File: config.mk
export PLATFORM = sky130hd
export DESIGN_NAME = spb_sequencer
export DESIGN_NICKNAME = d
export VERILOG_FILES = /design/src/rtl/core/spb_pkg.sv /design/src/rtl/core/spb_sequencer.sv
export SDC_FILE = /design/constraint.sdc
export NUM_CORES = 1
export LEC_CHECK = 0
export BUFFER_PORTS_ARGS = -buffer_cell sky130_fd_sc_hd__buf_2
export CAP_MARGIN = 25
export CELL_PAD_IN_SITES_DETAIL_PLACEMENT = 0
export CELL_PAD_IN_SITES_GLOBAL_PLACEMENT = 1
export CORE_UTILIZATION = 36
export CTS_BUF_LIST = sky130_fd_sc_hd__clkbuf_16
export DETAILED_ROUTE_END_ITERATION = 12
export PLACE_DENSITY = 0.78
export SLEW_MARGIN = 15
export SYNTH_ARGS = -nofsm -noshare
export SYNTH_HDL_FRONTEND = slang
export SYNTH_SLANG_ARGS = --single-unit
File: constraint.sdc
create_clock -name clk -period 2.9 [get_ports clk]
set_input_delay 0.435 -clock clk [delete_from_list [all_inputs] [get_ports clk]]
set_output_delay 0.435 -clock clk [all_outputs]
set_load 0.03 [all_outputs]
File: src/rtl/core/spb_pkg.sv
// Shared types, codes and the microprogram of the sorted palette builder.
// Used by spb_sequencer, spb_datapath and the top level; depends on nothing.
package spb_pkg;

	// Item kinds as carried on the kind port.
	typedef enum logic [1:0] {
		K_COLLECT = 2'd0,
		K_MAP     = 2'd1,
		K_READ    = 2'd2,
		K_CLEAR   = 2'd3
	} kind_t;

	localparam logic [31:0] RGB_MASK   = 32'h00FF_FFFF;
	localparam logic [31:0] ALPHA_MASK = 32'hFF00_0000;

	// Datapath operations, one per control word.
	typedef enum logic [3:0] {
		OP_NOP,
		OP_LOAD,
		OP_PROBE,
		OP_NARROW,
		OP_READ_LO,
		OP_TEST,
		OP_SH_READ,
		OP_SH_WRITE,
		OP_INSERT,
		OP_SET_OVF,
		OP_READ_ENTRY,
		OP_CLEAR,
		OP_FINISH
	} op_t;

	// What a step waits for before it executes.
	typedef enum logic [1:0] {
		W_NONE,
		W_ACCEPT,
		W_OUT
	} wait_t;

	// How the step counter moves on.
	typedef enum logic [2:0] {
		J_NEXT,
		J_ALWAYS,
		J_DISPATCH,
		J_IF_SEARCH_DONE,
		J_IF_MAP_OR_HIT,
		J_IF_FULL,
		J_IF_SHIFT_DONE
	} jump_t;

	typedef logic [3:0] step_t;

	localparam step_t ST_IDLE    = 4'd0;
	localparam step_t ST_SRCH    = 4'd1;
	localparam step_t ST_CMP     = 4'd2;
	localparam step_t ST_CHECK   = 4'd3;
	localparam step_t ST_TEST    = 4'd4;
	localparam step_t ST_FULLCHK = 4'd5;
	localparam step_t ST_SH_RD   = 4'd6;
	localparam step_t ST_SH_WR   = 4'd7;
	localparam step_t ST_INS     = 4'd8;
	localparam step_t ST_OVF     = 4'd9;
	localparam step_t ST_RD      = 4'd10;
	localparam step_t ST_CLR     = 4'd11;
	localparam step_t ST_FIN     = 4'd12;

	typedef struct packed {
		wait_t wt;
		op_t   op;
		jump_t jc;
		step_t target;
	} uword_t;

	// Control from the sequencer to the datapath.
	typedef struct packed {
		op_t  op;
		logic fire;
		logic idle;
	} ctl_t;

	// Status from the datapath back to the sequencer.
	typedef struct packed {
		logic  accept;
		kind_t kind;
		logic  lo_lt_hi;
		logic  map_or_hit;
		logic  full;
		logic  p_gt_lo;
		logic  out_free;
	} stat_t;

	// The microprogram.
	function automatic uword_t ucode(input step_t s);
		uword_t w;
		w = '{wt: W_NONE, op: OP_NOP, jc: J_ALWAYS, target: ST_IDLE};
		unique case (s)
			ST_IDLE:    w = '{wt: W_ACCEPT, op: OP_LOAD, jc: J_DISPATCH, target: ST_IDLE};
			ST_SRCH:    w = '{wt: W_NONE, op: OP_PROBE, jc: J_IF_SEARCH_DONE,
				target: ST_CHECK};
			ST_CMP:     w = '{wt: W_NONE, op: OP_NARROW, jc: J_ALWAYS, target: ST_SRCH};
			ST_CHECK:   w = '{wt: W_NONE, op: OP_READ_LO, jc: J_NEXT, target: ST_IDLE};
			ST_TEST:    w = '{wt: W_NONE, op: OP_TEST, jc: J_IF_MAP_OR_HIT, target: ST_FIN};
			ST_FULLCHK: w = '{wt: W_NONE, op: OP_NOP, jc: J_IF_FULL, target: ST_OVF};
			ST_SH_RD:   w = '{wt: W_NONE, op: OP_SH_READ, jc: J_IF_SHIFT_DONE,
				target: ST_INS};
			ST_SH_WR:   w = '{wt: W_NONE, op: OP_SH_WRITE, jc: J_ALWAYS, target: ST_SH_RD};
			ST_INS:     w = '{wt: W_NONE, op: OP_INSERT, jc: J_ALWAYS, target: ST_FIN};
			ST_OVF:     w = '{wt: W_NONE, op: OP_SET_OVF, jc: J_ALWAYS, target: ST_FIN};
			ST_RD:      w = '{wt: W_NONE, op: OP_READ_ENTRY, jc: J_ALWAYS, target: ST_FIN};
			ST_CLR:     w = '{wt: W_NONE, op: OP_CLEAR, jc: J_ALWAYS, target: ST_FIN};
			ST_FIN:     w = '{wt: W_OUT, op: OP_FINISH, jc: J_ALWAYS, target: ST_IDLE};
			default:    w = '{wt: W_NONE, op: OP_NOP, jc: J_ALWAYS, target: ST_IDLE};
		endcase
		return w;
	endfunction

	// Entry point of the program for each item kind.
	function automatic step_t dispatch(input kind_t k);
		step_t s;
		unique case (k)
			K_COLLECT: s = ST_SRCH;
			K_MAP:     s = ST_SRCH;
			K_READ:    s = ST_RD;
			K_CLEAR:   s = ST_CLR;
		endcase
		return s;
	endfunction

endpackage

File: src/rtl/core/spb_sequencer.sv
// Microcode sequencer: step counter, control store lookup and jump logic.
// Depends on spb_pkg for the microprogram and the control/status structs.
module spb_sequencer (
	input  logic           clk,
	input  logic           arst_n,
	input  spb_pkg::stat_t stat,
	output spb_pkg::ctl_t  ctl
);
	import spb_pkg::*;

	step_t  step_q;
	step_t  next_step;
	step_t  tgt;
	uword_t uw;
	logic   go;
	logic   take;

	always_comb uw = ucode(step_q);

	always_comb begin
		unique case (uw.wt)
			W_NONE:   go = 1'b1;
			W_ACCEPT: go = stat.accept;
			W_OUT:    go = stat.out_free;
			default:  go = 1'b0;
		endcase
	end

	always_comb begin
		unique case (uw.jc)
			J_NEXT:           take = 1'b0;
			J_ALWAYS:         take = 1'b1;
			J_DISPATCH:       take = 1'b1;
			J_IF_SEARCH_DONE: take = !stat.lo_lt_hi;
			J_IF_MAP_OR_HIT:  take = stat.map_or_hit;
			J_IF_FULL:        take = stat.full;
			J_IF_SHIFT_DONE:  take = !stat.p_gt_lo;
			default:          take = 1'b1;
		endcase
		tgt = (uw.jc == J_DISPATCH) ? dispatch(stat.kind) : uw.target;
		next_step = take ? tgt : step_t'(step_q + 4'd1);
	end

	always_comb begin
		ctl.op   = uw.op;
		ctl.fire = go;
		ctl.idle = (step_q == ST_IDLE);
	end

	always_ff @(posedge clk or negedge arst_n) begin
		if (!arst_n) begin
			step_q <= ST_IDLE;
		end else if (go) begin
			step_q <= next_step;
		end
	end

endmodule

==> flow_metrics.py <==
metrics = {
    "logic_synthesis": {
        "syn_nets": 99,
        "synth_area_sq_um": 611.8,
        "ys_seq_area_share_pct": 16.36,
        "ys_warn_count": 0,
        "synthCells": 84,
        "synth-seq-cells": 4,
        "yosysUniqueCellTypes": 36,
        "avgSynthCellArea_sq_um": 7.284,
    },
    "finish": {
        "final_cell_mix": "buf_2 (15), o21ai_0 (7), nand2_1 (6), inv_1 (6)",
        "fillers": 158,
        "largest_register": "step_q",
        "reg.largest.list": "step_q x4",
        "multi_input_area_sq_um": 454.2,
        "finalNetCount": 115,
        "seqCellArea_sq_um": 100.1,
        "drive_above_1_share_pct": 23.47,
        "diodes": 0,
        "syn_to_final_growth_pct": 25.77,
        "layout.cells.most_common": "buf_2",
        "utilization_pct": 49.92,
        "design_area_sq_um": 769.5,
        "largest_register_ff_count": 4,
    },
    "worst_setup_path": {
        "crit_path_cell_trace": "inv_1, ha_1, nor2b_1, a211o_1, nor3b_1, o31a_1, mux2i_1, mux2i_1",
        "path_common_cell": "mux2i_1",
        "cp-end-kind": "flop",
        "path_class": "reg -> reg",
        "cp_slowest_cell": "dfrtp_1",
        "cp-start-kind": "flop",
        "slowest_delay_ns": 0.51,
        "worstPathRequired_ns": 3.00,
        "critPathMaxFanout": 11,
        "worstPathArrival_ns": 2.56,
        "cp_num_buf_inv": 1,
        "cpLargestDelayFamily": "compound AO/OA/AOI/OAI gates",
    },
    "floorplan": {
        "rows": 14,
        "die-area_sq_um": 1868,
        "die_w_microns": 43.23,
        "die_h_microns": 43.23,
        "ios": 16,
        "initial_core_util_pct": 39.69,
        "core-area_sq_um": 1541,
    },
    "sta": {
        "slew_headroom_pct": 66.76,
        "fin_setup_tns_ns": 0,
        "fin_crit_sh_pct": 84.75,
        "rsz0062_at_grt": "no",
        "skew_ns": 0.0009425,
        "holdWs_ns": 0.01141,
        "max_freq_mhz": 406.9,
        "worst_slew_pin_slew_ns": 0.4985,
        "drv_slew": 0,
        "period_minus_slack_ns": 2.458,
        "setup_viol": 0,
        "hold_viol": 0,
    },
    "clock_tree": {
        "cts_resized": 0,
        "hold_buffers": 0,
        "cts.sinks": 4,
        "clk_latency_ns": 0.22,
        "cts_inserted_buffers": 3,
        "clk_pin_slew_ns": 0.03,
        "cts_tree": "yes",
        "post_cts_buffers": 0,
        "htree_num_levels": 1,
        "cts_root_buf": "clkbuf_16",
        "clk_path_buf_depth": 2,
    },
    "routing": {
        "drt_iter0_markers": 16,
        "via_per_inst": 5.754,
        "vias": 656,
        "wl_microns": 1483,
        "wl_per_cell_microns": 13.01,
        "wl_met2_microns": 694,
        "drt_first_pass_iters": 4,
        "ant_nets": 0,
        "drc": 0,
        "wl_met3_microns": 54,
        "wl_met1_microns": 734,
        "highest_layer": "met3",
    },
    "flow_run": {
        "drv_cap": 0,
    },
    "placement": {
        "place_congestion": 0.8393,
        "place_area_sq_um": 694.4,
        "portBuffers": 15,
        "dp_hpwl_microns": 1110,
    },
    "global_route": {
        "antenna_found_initial": 0,
        "grt_pass1_wl_microns": 2428,
        "grt_max_degree": 21,
        "grt_usage_pct": 16.77,
        "grt-ovfl-total": 0,
        "first_global_vias": 575,
    },
    "worst_hold_path": {
        "hp-class": "in -> async",
    },
    "status": {
        "status": "finished clean",
    },
}
## Yosys cell counts
library cell / number / area share, %
xnor2_1: 1 / 1.4
o2bb2ai_1: 1 / 1.4
and2_1: 1 / 1.0
nor2b_1: 5 / 5.1
nand3_1: 2 / 1.6
buf_1: 2 / 1.2
o21ai_1: 1 / 0.82
o221ai_1: 3 / 4.3
a31oi_1: 3 / 3.1
buf_2: 3 / 2.5
nor4_1: 3 / 3.1
buf_4: 1 / 1.2
nor3_1: 3 / 2.5
o211ai_1: 2 / 2.5
nor3b_1: 1 / 1.2
o21a_1: 1 / 1.2
inv_1: 6 / 3.7
mux2_2: 1 / 1.8
a211oi_1: 2 / 2.5
nand3b_1: 1 / 1.2
a21oi_1: 5 / 4.1
mux2i_1: 2 / 3.3
ha_1: 5 / 10
a21oi_2: 1 / 1.4
o31a_1: 1 / 1.4
a21o_1: 1 / 1.2
a211o_1: 1 / 1.4
o211a_1: 1 / 1.6
clkbuf_2: 1 / 0.82
nand2b_1: 1 / 1.0
dfrtp_1: 4 / 16
nand2_1: 6 / 3.7
o21ai_0: 7 / 5.7
or3_1: 1 / 1.0
nor4b_1: 1 / 1.4
nor2_1: 3 / 1.8
## final cells by class
| cell class | count | area share [%] |
|---|---|---|
| multi-input combinational | 67 | 59.02 |
| sequential | 4 | 13.01 |
| tap | 16 | 2.602 |
| timing repair buffer | 18 | 12.68 |
| inverter | 6 | 2.927 |
| clock buffer | 3 | 9.756 |
## path summary, 6_finish.rpt
path / startpoint / to / slack, ns / cells after the start
min: arst_n / step_q[1] / 0.01 / 1
min reg2reg: step_q[1] / step_q[1] / 0.75 / 2
min in group clk: stat[7] / step_q[2] / 0.50 / 3
max: step_q[0] / step_q[1] / 0.44 / 8
max in group asynchronous: arst_n / step_q[3] / 2.77 / 1
max reg2reg: step_q[0] / step_q[1] / 0.44 / 8
## cells by family (layout without fill, tap and decap cells)
group / after synthesis / after routing / synth area share (%)
compound gates: 30 / 30 / 32.72
xor+xnor: 1 / 1 / 1.432
fa+ha+maj: 5 / 5 / 10.22
buf+inv: 13 / 27 / 9.406
flops: 4 / 4 / 16.36
mux: 3 / 3 / 5.112
simple gates: 28 / 28 / 24.75
## per-stage QoR
stage / worst slack, ns / cells
global placement: 0.4827 / 111
finish: 0.4422 / 114
CTS: 0.4434 / 114
detailed placement: 0.4574 / 111
floorplan: 0.6958 / 84
global route: 0.2743 / 114
## per-layer routing
layer	vias to the layer above	GRT usage, %
met4	0	7.879
met5	-	0
li1	339	-
met1	297	23.58
met3	0	1.277
met2	20	25.67
Power is not shown: default switching activity piles up to over one toggle a cycle in this logic, so the estimate is an artifact.
